### src/hdl/tlx_pkg.sv
package tlx_pkg;

    // longest lexeme kept, longer ones are cut and flagged
    localparam int MAX_LEN = 32;
    localparam int LEN_W = $clog2(MAX_LEN + 1);

    // character ring holds the pending token plus finished tokens not yet drained
    localparam int CB_AW = $clog2(2 * MAX_LEN);
    localparam int CB_DEPTH = 2 ** CB_AW;
    localparam int PTR_W = CB_AW + 1;

    // token descriptor queue
    localparam int DQ_DEPTH = 4;
    localparam int DQ_AW = $clog2(DQ_DEPTH);
    localparam int DQ_CW = DQ_AW + 1;

    localparam int KW_NUM = 6;

    localparam logic [LEN_W-1:0] LEN_ONE = LEN_W'(1);
    localparam logic [LEN_W-1:0] LEN_MAX = LEN_W'(MAX_LEN);
    localparam logic [PTR_W-1:0] PTR_ONE = PTR_W'(1);
    localparam logic [PTR_W-1:0] CB_FULL_OCC = PTR_W'(CB_DEPTH);
    localparam logic [DQ_CW-1:0] DQ_FULL_CNT = DQ_CW'(DQ_DEPTH);
    localparam logic [DQ_CW-1:0] DQ_CNT_ONE = DQ_CW'(1);

    localparam logic CMD_BYTE = 1'b0;
    localparam logic CMD_END = 1'b1;

    localparam logic [4:0] KIND_IDENT = 5'd0;
    localparam logic [4:0] KIND_NUMBER = 5'd1;
    localparam logic [4:0] KIND_KW_BASE = 5'd2;
    localparam logic [4:0] KIND_PUNCT_BASE = 5'd8;
    localparam logic [4:0] KIND_ASSIGN = 5'd18;
    localparam logic [4:0] KIND_EQ = 5'd19;
    localparam logic [4:0] KIND_ERROR = 5'd20;

    localparam logic [3:0] PUNCT_NONE = 4'hf;

    typedef enum logic [2:0] {
        CL_ALPHA = 3'd0,
        CL_DIGIT = 3'd1,
        CL_PUNCT = 3'd2,
        CL_EQ    = 3'd3,
        CL_SPACE = 3'd4,
        CL_OTHER = 3'd5
    } t_cls;

    typedef enum logic [5:0] {
        S_START = 6'b000001,
        S_IDENT = 6'b000010,
        S_NUM   = 6'b000100,
        S_EQ1   = 6'b001000,
        S_EQ2   = 6'b010000,
        S_PUNCT = 6'b100000
    } t_dfa;

    typedef struct packed {
        logic [4:0]       kind;
        logic [LEN_W-1:0] len;
        logic             trunc;
        logic             err;
    } t_desc;

    typedef struct packed {
        logic  en;
        t_desc desc;
    } t_dpush;

    typedef struct packed {
        logic             en;
        logic [CB_AW-1:0] addr;
        logic [7:0]       data;
    } t_cwr;

    typedef struct packed {
        logic             en;
        logic [CB_AW-1:0] addr;
    } t_crd;

    function automatic logic [3:0] punct_idx(input logic [7:0] b);
        logic [3:0] idx;
        case (b)
            8'h3b:   idx = 4'd0;
            8'h28:   idx = 4'd1;
            8'h29:   idx = 4'd2;
            8'h7b:   idx = 4'd3;
            8'h7d:   idx = 4'd4;
            8'h2b:   idx = 4'd5;
            8'h2a:   idx = 4'd6;
            8'h2f:   idx = 4'd7;
            8'h3c:   idx = 4'd8;
            8'h3e:   idx = 4'd9;
            default: idx = PUNCT_NONE;
        endcase
        return idx;
    endfunction

    function automatic t_cls classify(input logic [7:0] b);
        t_cls c;
        priority if ((b >= 8'h61 && b <= 8'h7a) || (b >= 8'h41 && b <= 8'h5a) || b == 8'h5f) begin
            c = CL_ALPHA;
        end else if (b >= 8'h30 && b <= 8'h39) begin
            c = CL_DIGIT;
        end else if (b == 8'h3d) begin
            c = CL_EQ;
        end else if (b == 8'h20 || b == 8'h09 || b == 8'h0a) begin
            c = CL_SPACE;
        end else if (punct_idx(b) != PUNCT_NONE) begin
            c = CL_PUNCT;
        end else begin
            c = CL_OTHER;
        end
        return c;
    endfunction

    // keyword lengths: if else while break continue return
    function automatic logic [LEN_W-1:0] kw_len(input logic [2:0] k);
        logic [LEN_W-1:0] n;
        case (k)
            3'd0:    n = LEN_W'(2);
            3'd1:    n = LEN_W'(4);
            3'd2:    n = LEN_W'(5);
            3'd3:    n = LEN_W'(5);
            3'd4:    n = LEN_W'(8);
            3'd5:    n = LEN_W'(6);
            default: n = '0;
        endcase
        return n;
    endfunction

    // keyword text, first character in the low byte
    function automatic logic kw_hit(input logic [2:0] k, input logic [2:0] pos,
                                    input logic [7:0] b);
        logic [63:0] w;
        case (k)
            3'd0:    w = 64'h0000_0000_0000_6669;
            3'd1:    w = 64'h0000_0000_6573_6c65;
            3'd2:    w = 64'h0000_0065_6c69_6877;
            3'd3:    w = 64'h0000_006b_6165_7262;
            3'd4:    w = 64'h6575_6e69_746e_6f63;
            3'd5:    w = 64'h0000_6e72_7574_6572;
            default: w = '0;
        endcase
        return w[{pos, 3'b000} +: 8] == b;
    endfunction

endpackage

### src/hdl/tlx_front.sv
module tlx_front (
    input  logic                      i_clk,
    input  logic                      i_rst_n,
    input  logic                      push,
    output logic                      full,
    input  logic                      i_command,
    input  logic [7:0]                i_byte_in,
    input  logic                      i_dq_full,
    input  logic [tlx_pkg::PTR_W-1:0] i_rd_ptr,
    output tlx_pkg::t_cwr             o_cw,
    output tlx_pkg::t_dpush           o_dpush
);

    tlx_pkg::t_dfa r_state, n_state;
    logic [tlx_pkg::LEN_W-1:0] r_len, n_len;
    logic r_ovf, n_ovf;
    logic r_halt, n_halt;
    logic [tlx_pkg::KW_NUM-1:0] r_match, n_match;
    logic [4:0] r_punct_kind, n_punct_kind;
    logic [tlx_pkg::PTR_W-1:0] r_wr_ptr, n_wr_ptr;
    logic [tlx_pkg::PTR_W-1:0] r_tok_start, n_tok_start;

    tlx_pkg::t_cls cls;
    tlx_pkg::t_dfa cont_state;
    logic cont;
    logic go_err;
    logic acc;
    logic [tlx_pkg::PTR_W-1:0] occ;
    logic [4:0] tok_kind;
    logic [tlx_pkg::LEN_W-1:0] base_len;
    logic [tlx_pkg::KW_NUM-1:0] base_match;

    function automatic tlx_pkg::t_dfa start_next(input tlx_pkg::t_cls c);
        tlx_pkg::t_dfa s;
        case (c)
            tlx_pkg::CL_ALPHA: s = tlx_pkg::S_IDENT;
            tlx_pkg::CL_DIGIT: s = tlx_pkg::S_NUM;
            tlx_pkg::CL_PUNCT: s = tlx_pkg::S_PUNCT;
            tlx_pkg::CL_EQ:    s = tlx_pkg::S_EQ1;
            default:           s = tlx_pkg::S_START;
        endcase
        return s;
    endfunction

    // kind of the pending token
    always_comb begin
        tok_kind = tlx_pkg::KIND_IDENT;
        unique case (r_state)
            tlx_pkg::S_IDENT: begin
                for (int k = tlx_pkg::KW_NUM - 1; k >= 0; k--) begin
                    if (r_match[k] && !r_ovf && r_len == tlx_pkg::kw_len(3'(k))) begin
                        tok_kind = tlx_pkg::KIND_KW_BASE + 5'(k);
                    end
                end
            end
            tlx_pkg::S_NUM:   tok_kind = tlx_pkg::KIND_NUMBER;
            tlx_pkg::S_EQ1:   tok_kind = tlx_pkg::KIND_ASSIGN;
            tlx_pkg::S_EQ2:   tok_kind = tlx_pkg::KIND_EQ;
            tlx_pkg::S_PUNCT: tok_kind = r_punct_kind;
            default:          tok_kind = tlx_pkg::KIND_IDENT;
        endcase
    end

    // whether the byte extends the pending token
    always_comb begin
        cls = tlx_pkg::classify(i_byte_in);
        go_err = (cls == tlx_pkg::CL_OTHER);
        cont = 1'b0;
        cont_state = r_state;
        unique case (r_state)
            tlx_pkg::S_IDENT: begin
                cont = (cls == tlx_pkg::CL_ALPHA) || (cls == tlx_pkg::CL_DIGIT);
            end
            tlx_pkg::S_NUM: begin
                cont = (cls == tlx_pkg::CL_DIGIT);
            end
            tlx_pkg::S_EQ1: begin
                cont = (cls == tlx_pkg::CL_EQ);
                cont_state = tlx_pkg::S_EQ2;
            end
            tlx_pkg::S_EQ2, tlx_pkg::S_PUNCT: begin
                cont = 1'b0;
            end
            default: begin
                cont = (cls != tlx_pkg::CL_SPACE);
                cont_state = start_next(cls);
            end
        endcase
    end

    assign occ = r_wr_ptr - i_rd_ptr;
    assign full = (occ == tlx_pkg::CB_FULL_OCC) || i_dq_full;
    assign acc = push && !full;

    always_comb begin
        n_state = r_state;
        n_len = r_len;
        n_ovf = r_ovf;
        n_halt = r_halt;
        n_match = r_match;
        n_punct_kind = r_punct_kind;
        n_wr_ptr = r_wr_ptr;
        n_tok_start = r_tok_start;
        base_len = r_len;
        base_match = r_match;
        o_cw.en = 1'b0;
        o_cw.addr = r_wr_ptr[tlx_pkg::CB_AW-1:0];
        o_cw.data = i_byte_in;
        o_dpush.en = 1'b0;
        o_dpush.desc.kind = tok_kind;
        o_dpush.desc.len = r_len;
        o_dpush.desc.trunc = r_ovf;
        o_dpush.desc.err = 1'b0;

        if (acc) begin
            if (i_command == tlx_pkg::CMD_END) begin
                // flush the pending word, then back to reset state
                o_dpush.en = !r_halt && (r_len != '0);
                n_state = tlx_pkg::S_START;
                n_len = '0;
                n_ovf = 1'b0;
                n_halt = 1'b0;
                n_tok_start = r_wr_ptr;
            end else if (!r_halt) begin
                if (go_err) begin
                    // drop pending chars, report one error word
                    o_dpush.en = 1'b1;
                    o_dpush.desc.kind = tlx_pkg::KIND_ERROR;
                    o_dpush.desc.len = tlx_pkg::LEN_ONE;
                    o_dpush.desc.trunc = 1'b0;
                    o_dpush.desc.err = 1'b1;
                    n_wr_ptr = r_tok_start;
                    n_state = tlx_pkg::S_START;
                    n_len = '0;
                    n_ovf = 1'b0;
                    n_halt = 1'b1;
                end else begin
                    if (!cont) begin
                        o_dpush.en = (r_len != '0);
                        n_state = start_next(cls);
                        n_len = '0;
                        n_ovf = 1'b0;
                        n_tok_start = r_wr_ptr;
                        base_len = '0;
                    end else begin
                        n_state = cont_state;
                    end
                    if (base_len == '0) begin
                        base_match = '1;
                    end
                    if (cls != tlx_pkg::CL_SPACE) begin
                        if (base_len < tlx_pkg::LEN_MAX) begin
                            o_cw.en = 1'b1;
                            n_wr_ptr = r_wr_ptr + tlx_pkg::PTR_ONE;
                            n_len = base_len + tlx_pkg::LEN_ONE;
                            for (int k = 0; k < tlx_pkg::KW_NUM; k++) begin
                                n_match[k] = base_match[k]
                                    && (base_len < tlx_pkg::kw_len(3'(k)))
                                    && tlx_pkg::kw_hit(3'(k), base_len[2:0], i_byte_in);
                            end
                            if (base_len == '0) begin
                                n_punct_kind = tlx_pkg::KIND_PUNCT_BASE
                                    + {1'b0, tlx_pkg::punct_idx(i_byte_in)};
                            end
                        end else begin
                            n_ovf = 1'b1;
                        end
                    end
                end
            end
        end
    end

    always_ff @(posedge i_clk) begin
        if (!i_rst_n) begin
            r_state <= tlx_pkg::S_START;
            r_len <= '0;
            r_ovf <= 1'b0;
            r_halt <= 1'b0;
            r_wr_ptr <= '0;
            r_tok_start <= '0;
        end else begin
            r_state <= n_state;
            r_len <= n_len;
            r_ovf <= n_ovf;
            r_halt <= n_halt;
            r_wr_ptr <= n_wr_ptr;
            r_tok_start <= n_tok_start;
        end
    end

    always_ff @(posedge i_clk) begin
        r_match <= n_match;
        r_punct_kind <= n_punct_kind;
    end

endmodule

### src/hdl/tlx_queue.sv
module tlx_queue (
    input  logic                      i_clk,
    input  logic                      i_rst_n,
    input  tlx_pkg::t_cwr             i_cw,
    input  tlx_pkg::t_crd             i_rd,
    output logic [7:0]                o_rd_data,
    input  tlx_pkg::t_dpush           i_dpush,
    input  logic                      i_dpop,
    output tlx_pkg::t_desc            o_dhead,
    output logic                      o_dq_avail,
    output logic                      o_dq_full
);

    logic [7:0] r_cbuf [tlx_pkg::CB_DEPTH];
    logic [7:0] r_rd_data;

    tlx_pkg::t_desc r_dq [tlx_pkg::DQ_DEPTH];
    logic [tlx_pkg::DQ_AW-1:0] r_dq_wp, n_dq_wp;
    logic [tlx_pkg::DQ_AW-1:0] r_dq_rp, n_dq_rp;
    logic [tlx_pkg::DQ_CW-1:0] r_dq_cnt, n_dq_cnt;

    // character ring, registered read
    always_ff @(posedge i_clk) begin
        if (i_cw.en) begin
            r_cbuf[i_cw.addr] <= i_cw.data;
        end
        if (i_rd.en) begin
            r_rd_data <= r_cbuf[i_rd.addr];
        end
    end

    assign o_rd_data = r_rd_data;

    always_comb begin
        n_dq_wp = r_dq_wp;
        n_dq_rp = r_dq_rp;
        n_dq_cnt = r_dq_cnt;
        if (i_dpush.en) begin
            n_dq_wp = r_dq_wp + 1'b1;
            n_dq_cnt = n_dq_cnt + tlx_pkg::DQ_CNT_ONE;
        end
        if (i_dpop) begin
            n_dq_rp = r_dq_rp + 1'b1;
            n_dq_cnt = n_dq_cnt - tlx_pkg::DQ_CNT_ONE;
        end
    end

    always_ff @(posedge i_clk) begin
        if (!i_rst_n) begin
            r_dq_wp <= '0;
            r_dq_rp <= '0;
            r_dq_cnt <= '0;
        end else begin
            r_dq_wp <= n_dq_wp;
            r_dq_rp <= n_dq_rp;
            r_dq_cnt <= n_dq_cnt;
        end
    end

    always_ff @(posedge i_clk) begin
        if (i_dpush.en) begin
            r_dq[r_dq_wp] <= i_dpush.desc;
        end
    end

    assign o_dhead = r_dq[r_dq_rp];
    assign o_dq_avail = (r_dq_cnt != '0);
    assign o_dq_full = (r_dq_cnt == tlx_pkg::DQ_FULL_CNT);

endmodule

### src/hdl/tlx_back.sv
module tlx_back (
    input  logic                      i_clk,
    input  logic                      i_rst_n,
    input  tlx_pkg::t_desc            i_dhead,
    input  logic                      i_dq_avail,
    output logic                      o_dpop,
    output tlx_pkg::t_crd             o_rd,
    input  logic [7:0]                i_rd_data,
    output logic [tlx_pkg::PTR_W-1:0] o_rd_ptr,
    output logic                      empty,
    input  logic                      pop,
    output logic [4:0]                o_token_kind,
    output logic [7:0]                o_lexeme_char,
    output logic                      o_last,
    output logic                      o_truncated
);

    typedef struct packed {
        logic [4:0] kind;
        logic [7:0] ch;
        logic       last;
        logic       trunc;
    } t_result;

    // token being drained
    logic r_busy, n_busy;
    logic [tlx_pkg::LEN_W-1:0] r_rem, n_rem;
    logic [4:0] r_kind, n_kind;
    logic r_trunc, n_trunc;
    logic r_err, n_err;
    logic [tlx_pkg::PTR_W-1:0] r_rd_ptr, n_rd_ptr;

    // word whose char read is in flight
    logic r_inf;
    logic [4:0] r_inf_kind;
    logic r_inf_last;
    logic r_inf_trunc;
    logic r_inf_err;

    // two-entry output queue
    t_result r_oq [2];
    logic r_oq_wp, r_oq_rp;
    logic [1:0] r_oq_cnt, n_oq_cnt;

    logic do_pop;
    logic issue;
    logic is_last;
    logic room;
    logic [2:0] occ;
    t_result res;

    assign do_pop = pop && (r_oq_cnt != 2'd0);
    assign occ = {1'b0, r_oq_cnt} + {2'b00, r_inf} - {2'b00, do_pop};
    assign room = (occ < 3'd2);
    assign issue = r_busy && room;
    assign is_last = (r_rem == tlx_pkg::LEN_ONE);
    assign o_dpop = !r_busy && i_dq_avail;

    assign o_rd.en = issue && !r_err;
    assign o_rd.addr = r_rd_ptr[tlx_pkg::CB_AW-1:0];
    assign o_rd_ptr = r_rd_ptr;

    always_comb begin
        n_busy = r_busy;
        n_rem = r_rem;
        n_kind = r_kind;
        n_trunc = r_trunc;
        n_err = r_err;
        n_rd_ptr = r_rd_ptr;
        if (issue) begin
            n_rem = r_rem - tlx_pkg::LEN_ONE;
            if (is_last) begin
                n_busy = 1'b0;
            end
            if (!r_err) begin
                n_rd_ptr = r_rd_ptr + tlx_pkg::PTR_ONE;
            end
        end
        if (o_dpop) begin
            n_busy = 1'b1;
            n_rem = i_dhead.len;
            n_kind = i_dhead.kind;
            n_trunc = i_dhead.trunc;
            n_err = i_dhead.err;
        end
    end

    always_ff @(posedge i_clk) begin
        if (!i_rst_n) begin
            r_busy <= 1'b0;
            r_rem <= '0;
            r_rd_ptr <= '0;
            r_inf <= 1'b0;
            r_oq_wp <= 1'b0;
            r_oq_rp <= 1'b0;
            r_oq_cnt <= 2'd0;
        end else begin
            r_busy <= n_busy;
            r_rem <= n_rem;
            r_rd_ptr <= n_rd_ptr;
            r_inf <= issue;
            r_oq_wp <= r_oq_wp ^ r_inf;
            r_oq_rp <= r_oq_rp ^ do_pop;
            r_oq_cnt <= n_oq_cnt;
        end
    end

    always_ff @(posedge i_clk) begin
        r_kind <= n_kind;
        r_trunc <= n_trunc;
        r_err <= n_err;
        if (issue) begin
            r_inf_kind <= r_kind;
            r_inf_last <= is_last;
            r_inf_trunc <= r_trunc;
            r_inf_err <= r_err;
        end
        if (r_inf) begin
            r_oq[r_oq_wp] <= res;
        end
    end

    // error word carries a zero char
    always_comb begin
        res.kind = r_inf_kind;
        res.ch = r_inf_err ? 8'h00 : i_rd_data;
        res.last = r_inf_last;
        res.trunc = r_inf_trunc;
    end

    assign n_oq_cnt = r_oq_cnt + {1'b0, r_inf} - {1'b0, do_pop};

    assign empty = (r_oq_cnt == 2'd0);
    assign o_token_kind = r_oq[r_oq_rp].kind;
    assign o_lexeme_char = r_oq[r_oq_rp].ch;
    assign o_last = r_oq[r_oq_rp].last;
    assign o_truncated = r_oq[r_oq_rp].trunc;

endmodule

### src/hdl/token_lexer_dfa.sv
// path: the byte that ends a token pushes its descriptor; the back end loads it, reads the ring, fills the output queue
// throughput: one byte per cycle while the char ring and token queue have room
// drain: one char word per cycle while the output is popped, with a descriptor load between tokens
// reset: synchronous, active low; clears pointers, counts and dfa state, no clearing pass
module token_lexer_dfa (
    input  logic       i_clk,
    input  logic       i_rst_n,
    input  logic       push,
    output logic       full,
    input  logic       i_command,
    input  logic [7:0] i_byte_in,
    output logic       empty,
    input  logic       pop,
    output logic [4:0] o_token_kind,
    output logic [7:0] o_lexeme_char,
    output logic       o_last,
    output logic       o_truncated
);

    // front to queue: char writes and finished-token descriptors
    tlx_pkg::t_cwr   cw;
    tlx_pkg::t_dpush dpush;

    // queue to back: head descriptor and char ring read port
    tlx_pkg::t_desc  dhead;
    tlx_pkg::t_crd   crd;
    logic [7:0]      rd_data;
    logic            dq_avail;
    logic            dq_full;
    logic            dpop;

    // back to front: committed read pointer frees ring slots
    logic [tlx_pkg::PTR_W-1:0] rd_ptr;

    // front: classifies each byte, runs the dfa, keeps the pending lexeme in the
    // ring and tracks keyword prefixes so the kind is known when the token ends
    tlx_front u_front (
        .i_clk     (i_clk),
        .i_rst_n   (i_rst_n),
        .push      (push),
        .full      (full),
        .i_command (i_command),
        .i_byte_in (i_byte_in),
        .i_dq_full (dq_full),
        .i_rd_ptr  (rd_ptr),
        .o_cw      (cw),
        .o_dpush   (dpush)
    );

    // decoupling storage: char ring memory plus a short token descriptor fifo
    tlx_queue u_queue (
        .i_clk      (i_clk),
        .i_rst_n    (i_rst_n),
        .i_cw       (cw),
        .i_rd       (crd),
        .o_rd_data  (rd_data),
        .i_dpush    (dpush),
        .i_dpop     (dpop),
        .o_dhead    (dhead),
        .o_dq_avail (dq_avail),
        .o_dq_full  (dq_full)
    );

    // back: walks each descriptor, reads its chars and fills the output queue
    tlx_back u_back (
        .i_clk         (i_clk),
        .i_rst_n       (i_rst_n),
        .i_dhead       (dhead),
        .i_dq_avail    (dq_avail),
        .o_dpop        (dpop),
        .o_rd          (crd),
        .i_rd_data     (rd_data),
        .o_rd_ptr      (rd_ptr),
        .empty         (empty),
        .pop           (pop),
        .o_token_kind  (o_token_kind),
        .o_lexeme_char (o_lexeme_char),
        .o_last        (o_last),
        .o_truncated   (o_truncated)
    );

`ifndef ASSERT_OFF
    // a descriptor is never pushed into a full token queue
    a_dq_no_overflow: assert property (@(posedge i_clk) disable iff (!i_rst_n)
        dpush.en |-> !dq_full)
        else $error("token queue overflow");

    // the error word is a single last word with a zero char
    a_err_word: assert property (@(posedge i_clk) disable iff (!i_rst_n)
        (!empty && o_token_kind == tlx_pkg::KIND_ERROR)
            |-> (o_last && o_lexeme_char == 8'h00 && !o_truncated))
        else $error("malformed error word");

    // output kinds stay within the defined codes
    a_kind_range: assert property (@(posedge i_clk) disable iff (!i_rst_n)
        !empty |-> (o_token_kind <= tlx_pkg::KIND_ERROR))
        else $error("token kind out of range");

    // nothing waits on the output right after reset
    a_reset_empty: assert property (@(posedge i_clk)
        !i_rst_n |=> empty)
        else $error("output not empty after reset");
`endif

endmodule

### config.mk
export PLATFORM = sky130hd
export DESIGN_NAME = token_lexer_dfa
export DESIGN_NICKNAME = d
export VERILOG_FILES = /design/src/hdl/tlx_pkg.sv /design/src/hdl/tlx_front.sv /design/src/hdl/tlx_queue.sv /design/src/hdl/tlx_back.sv /design/src/hdl/token_lexer_dfa.sv
export SDC_FILE = /design/constraint.sdc
export NUM_CORES = 1
export LEC_CHECK = 0
export BUFFER_PORTS_ARGS = -buffer_cell sky130_fd_sc_hd__clkbuf_2
export CORE_ASPECT_RATIO = 1.2
export CORE_UTILIZATION = 23
export CTS_BUF_LIST = sky130_fd_sc_hd__clkbuf_16
export DETAILED_ROUTE_END_ITERATION = 6
export PLACE_DENSITY_LB_ADDON = 0.1
export REMOVE_ABC_BUFFERS = 1
export SKIP_LAST_GASP = 1
export SYNTH_ARGS = -nofsm -noshare
export SYNTH_HDL_FRONTEND = slang
export SYNTH_HIERARCHICAL = 1
export SYNTH_SLANG_ARGS = --single-unit
### constraint.sdc
create_clock -name i_clk -period 5.62 [get_ports i_clk]
set_clock_uncertainty 0.2 [all_clocks]
set_input_delay 1.124 -clock i_clk [delete_from_list [all_inputs] [get_ports i_clk]]
set_output_delay 1.124 -clock i_clk [all_outputs]
set_load 0.1 [all_outputs]
# == Word-level counts from Yosys, hierarchy flattened ==
# Memory sizes are Yosys's and may differ from the RTL's. A register that Yosys moved wholly into a read port is not among the register bits.
# Index checks and enable logic that the tools add are counted.
# totals
reg_bits,80
latch_bits,0
ram_bits,594
mem_bits_ro,0
inputBits,13
output_inout_bits,17
word_cells,338
memories,3
# classes
addsub,14
mul,0
n_div,0
n_lt_le_gt_ge,13
n_eq_ne,44
shift,6
mux,163
n_bitwise,6
n_reduce_logical,64
# mem_list
memory,depth,width,rd,rd_clocked_by_memory_dff,write_ports,line,text
u_queue.r_cbuf,64,8,1,1,1,tlx_queue.sv:14,logic [7:0] r_cbuf [tlx_pkg::CB_DEPTH];
u_queue.r_dq,4,13,1,1,1,tlx_queue.sv:17,tlx_pkg::t_desc r_dq [tlx_pkg::DQ_DEPTH];
u_back.r_oq,2,15,1,1,1,tlx_back.sv:41,t_result r_oq [2];
# op_table
cell,count
$mux W64,36
$shiftx A64 B7 Y8,6
$mux W6,56
$eq A8 B6 Y1 const B,10
$mux W7,7
$eq A8 B8 Y1,6
$mux W4,11
$pmux W4 S10,1
$mux W3,13
$logic_and A1 B1 Y1,33
$eq A6 B6 Y1,5
$lt A6 B6 Y1,5
$mux W1,28
$mux W14,2
$mux W13,2
$pmux W5 S5,1
$eq A8 B7 Y1 const B,3
$pmux W6 S4,1
$eq A8 B4 Y1 const B,2
$ge A8 B7 Y1 const B,2
$le A8 B7 Y1 const B,2
$add A7 B1 Y7 const B,2
$pmux W6 S2,1
$reduce_bool A2 Y1,5
48 further kinds,70

# == Longest topological paths before layout ==
# depth
word_depth,31
depth_mapped,17
mapped_depth_nobuf,14

# == Hierarchy ==
# Netlist, hierarchy kept.
# by_module_without_submodules
module,n_inst,cells_per_inst,area_per_inst_um2,seq_area_each_um2
tlx_queue,1,1064,22571.6,17356.6
tlx_front,1,516,3931.3,890.9
tlx_back,1,191,2667.6,1751.7

# == Worst setup path after synthesis ==
# No wires, ideal clock.
# synth_timing
kind,input-to-reg
startpoint,input port i_byte_in[1]
endpoint,register u_queue/r_dq_cnt[2] (netlist name)
setup_ns,0.115
t_arrival_ns,4.207
required_ns,5.305
setup_slack_ns,1.098
path_stages,14
path_buffers,2
path_cell_list,or2_1 nor4_1 nor4b_4 or4b_2 buf_2 o21ai_0 and3b_1 clkbuf_1 mux2i_1 ha_1 nand2_1 xnor2_1 nand3_1 and3b_1
# synth_lines
element,line,text
"start, declared",token_lexer_dfa.sv:11,"input logic [7:0] i_byte_in,"
"end signal, assigned",tlx_queue.sv:56,r_dq_cnt <= n_dq_cnt;
"end, declared",tlx_queue.sv:20,"logic [tlx_pkg::DQ_CW-1:0] r_dq_cnt, n_dq_cnt;"

# == Final worst setup path ==
# layout_timing
startpoint,input port i_byte_in[2]
endpoint,register u_front/r_match[3] (netlist name) (data pin)
# layout_via
elab_chain_len,28
word_cells_on_any_way,61
classes_between,order compare: 7; eq/ne: 20; shift: 1; mux: 21; reduce/logical: 12
# layout_lines
element,line,text
"parallel branches: the longest is 27 deep, another holds $pmux W4 S10",--,
$logic_and A1 B1 Y1 (*),tlx_front.sv:159,"&& tlx_pkg::kw_hit(3'(k), base_len[2:0], i_byte_in);"
"end signal, assigned",tlx_front.sv:193,r_match <= n_match;
"end, declared",tlx_front.sv:18,"logic [tlx_pkg::KW_NUM-1:0] r_match, n_match;"
# Mark *: on every way between the ends. The select of a mux whose other input is x is not followed.
# A chain may end at the register's enable or synchronous reset.

==> impl_metrics.tcl <==
set metrics [dict create \
    critPathLaunchType "input pin" \
    place.gp.congestion 0.793 \
    via_per_inst 4.45 \
    synthFlopType "edfxtp_1" \
    clkTransAtPathRegs_ns 0.06 \
    crit_slowest_cell "a221oi_2" \
    required_ns 5.88 \
    wirelength_mm 83.0 \
    hp-class "reg -> reg" \
    hold_buffers 0 \
    cts_made_buffers 80 \
    cts.sinks 685 \
    syn_inst 1771 \
    tritoncts "yes" \
    critPathCaptureType "register" \
    drc 0 \
    fmax_mhz 214 \
    synth.avg_cell_area_um2 16.5 \
    num_antenna_cells 0 \
    io_pins 30 \
    vias 16000 \
    crit_family "simple AND/OR/NAND/NOR gates" \
    start_util 0.233 \
    stdcell_area_um2 34200 \
    drt_iter0_markers 954 \
    io_buffers 29 \
    dp_hpwl_mm 53.1 \
    crit_buf_inv 1 \
    placedCellCount 3441 \
    grt_max_degree 91 \
    worst_ir_drop_vdd_v 0.000277 \
    powerDensity_nw_per_um2 394 \
    cts.htree.levels 3 \
    ant_nets 0 \
    timing.final.ws_setup_ns 0.940 \
    grtUsageTotal 0.131 \
    synth_edf_count 628 \
    die_x_um 327 \
    final_cell_mix "628 x edfxtp_1, 138 x mux4_2, 118 x nor2_1" \
    setup_viol 0 \
    placed_area_um2 31600 \
    syn_to_final_growth_pct 17.3 \
    grt-ovfl-total 0 \
    core-area_um2 125000 \
    rsz0062_at_grt "no" \
    grt_pass1_wl_mm 121 \
    hold_viol 0 \
    crit_type "in -> reg" \
    wl_per_cell_um 23.1 \
    netlist_area_um2 29200 \
    antenna_found_initial 1 \
    fin_cells 3589 \
    grt_pass1_vias 16900 \
    drive_gt1_frac 0.233 \
    fin_crit_ns 4.68 \
    power.leakage_nw 10.7 \
    drv_cap 0 \
    period_share 0.833 \
    drt-pass1-iter-count 5 \
    insertion_delay_ns 0.67 \
    mostFrequentLayoutCell "edfxtp_1" \
    ctsResizeCount 0 \
    postCtsSetupBuffers 0 \
    crit_path_frequent_cell "nand2_1" \
    rows 142 \
    fin_nets 1908 \
    ys_seq_elements 685 \
    maxSlewViolCount 0 \
    total_power_mw 13.5 \
    die-area_um2 128000 \
    slew_headroom 0.336 \
    cp_max_fo 17 \
    max_stage_delay_ns 0.65 \
    yosys_warnings 6 \
    worst_pin_slew_ns 0.995 \
    critPathArrivalTime_ns 4.94 \
    ys_async_sr_fraction 0 \
    crit_chain "buf_4, or2_1, nor4_1, nor4b_4, a221oi_2, nor2_4, nand2_1, ha_1, nand2_1, nor4b_1, xnor2_1, o221ai_1, a2111oi_4" \
    synth_seq_area_share 0.686 \
    cts-root-buf "clkbuf_16" \
    place_ws_ns 0.328 \
    utilization 0.273 \
    yosys.cell_types.count 100 \
    dieHeight_um 392 \
    cts_max_path_buffers 3 \
    status "finished, final reports clean" \
]
-- per-layer routing --
metal	vias to the layer above	wire length [µm]	GRT usage
met2	314	43200	0.235
met3	105	2550	0.0181
met4	0	2060	0.0456
met5	-	0	0
met1	8345	35300	0.160
li1	7220	-	-
-- area by class of cell --
class | count | area [µm²]
sequential | 685 | 20000
inverter | 39 | 146
tap | 1656 | 2070
clock buffer | 83 | 2080
timing repair buffer | 134 | 971
fill | 12600 | 91000
clock inverter | 65 | 594
multi-input combinational | 927 | 8350
-- logic make-up (layout without fill, tap and decap cells) --
family / count (synthesis) / count (layout) / synth area share
AOI/OAI and AO/OA: 240 / 240 / 0.0564
xor gates and xnor gates: 18 / 18 / 0.00540
adders and majority gates: 28 / 28 / 0.0123
buffers and inverters: 159 / 321 / 0.0284
DFF: 685 / 685 / 0.686
muxes: 195 / 195 / 0.130
and+or+nand+nor: 446 / 446 / 0.0815
-- flip-flops by register name (all words and copies together) (netlist names), 7 cells and up, named ones only --
name and count:
u_front/r_tok_start 7, u_queue/o_rd_data 8, u_back/o_rd_ptr 7, u_queue/r_cbuf 512, u_queue/r_dq 52, u_front/r_wr_ptr 7
u_back/r_oq 30
-- power by group --
| group | total [mW] | leakage [nW] | internal, mW | switching (mW) |
|---|---|---|---|---|
| Combinational | 2.17 | 3.18 | 0.772 | 1.39 |
| Sequential | 6.02 | 6.15 | 5.82 | 0.197 |
| Clock | 5.31 | 1.38 | 3.15 | 2.16 |
-- stage by stage --
stage	hold slack (ns)	TNS [ns]
after floorplan	0.200	-1119.84
after global placement	0.213	0
after detailed placement	0.216	0
after CTS	0.223	0
after global routing	0.221	0
final	0.218	0
-- path summary, 6_finish.rpt --
| check | from | to | slack, ns | cells after the start |
|---|---|---|---|---|
| hold reg to reg | u_back/r_kind[2] | u_back/r_inf_kind[2] | 0.22 | 0 |
| setup / recovery | i_byte_in[2] | u_front/r_match[3] | 0.94 | 13 |
| setup reg to reg | u_front/r_state[3] | u_front/r_match[3] | 1.06 | 13 |
| hold / removal | u_back/r_kind[2] | u_back/r_inf_kind[2] | 0.22 | 0 |
-- worst register-to-register path: stages (launching register included) --
cell       delay (ns)
dfxtp_1          0.47
nor3b_1          0.56
a22oi_1          0.18
nor3b_1          0.18
buf_4            0.16
a221oi_2         0.53
nor2_4           0.16
nand2_1          0.28
ha_1             0.54
nand2_1          0.13
nor4b_1          0.20
xnor2_1          0.24
o221ai_1         0.21
a2111oi_4        0.34
-- synthesized netlist by cell type, drive strengths merged, types with 5 or more instances --
library cell	n	area (µm²)
dfxtp	57	1140
a31oi	20	131
a21oi	47	239
o31ai	14	110
o32ai	7	61.3
ha	27	338
nor2	119	454
mux2i	31	310
xnor2	13	114
o221ai	6	52.6
or4	7	56.3
nor4b	8	100
clkbuf	43	161
xor2	5	43.8
or2	10	62.6
mux4	144	3270
nand2	93	359
nor3b	9	72.6
and3b	5	43.8
nand3b	12	90.1
nor3	31	155
mux2	20	229
o22ai	15	100
or3	12	75.1
nand3	32	160
a211oi	5	37.5
o21bai	5	37.5
a22oi	5	37.5
nand4	10	68.8
nor4	12	75.1
o21ai	63	315
buf	77	522
edfxtp	628	18900
nor2b	24	150
and2	22	140
nand2b	19	119
inv	36	135
Note: power is estimated with default switching activity, not from simulation.
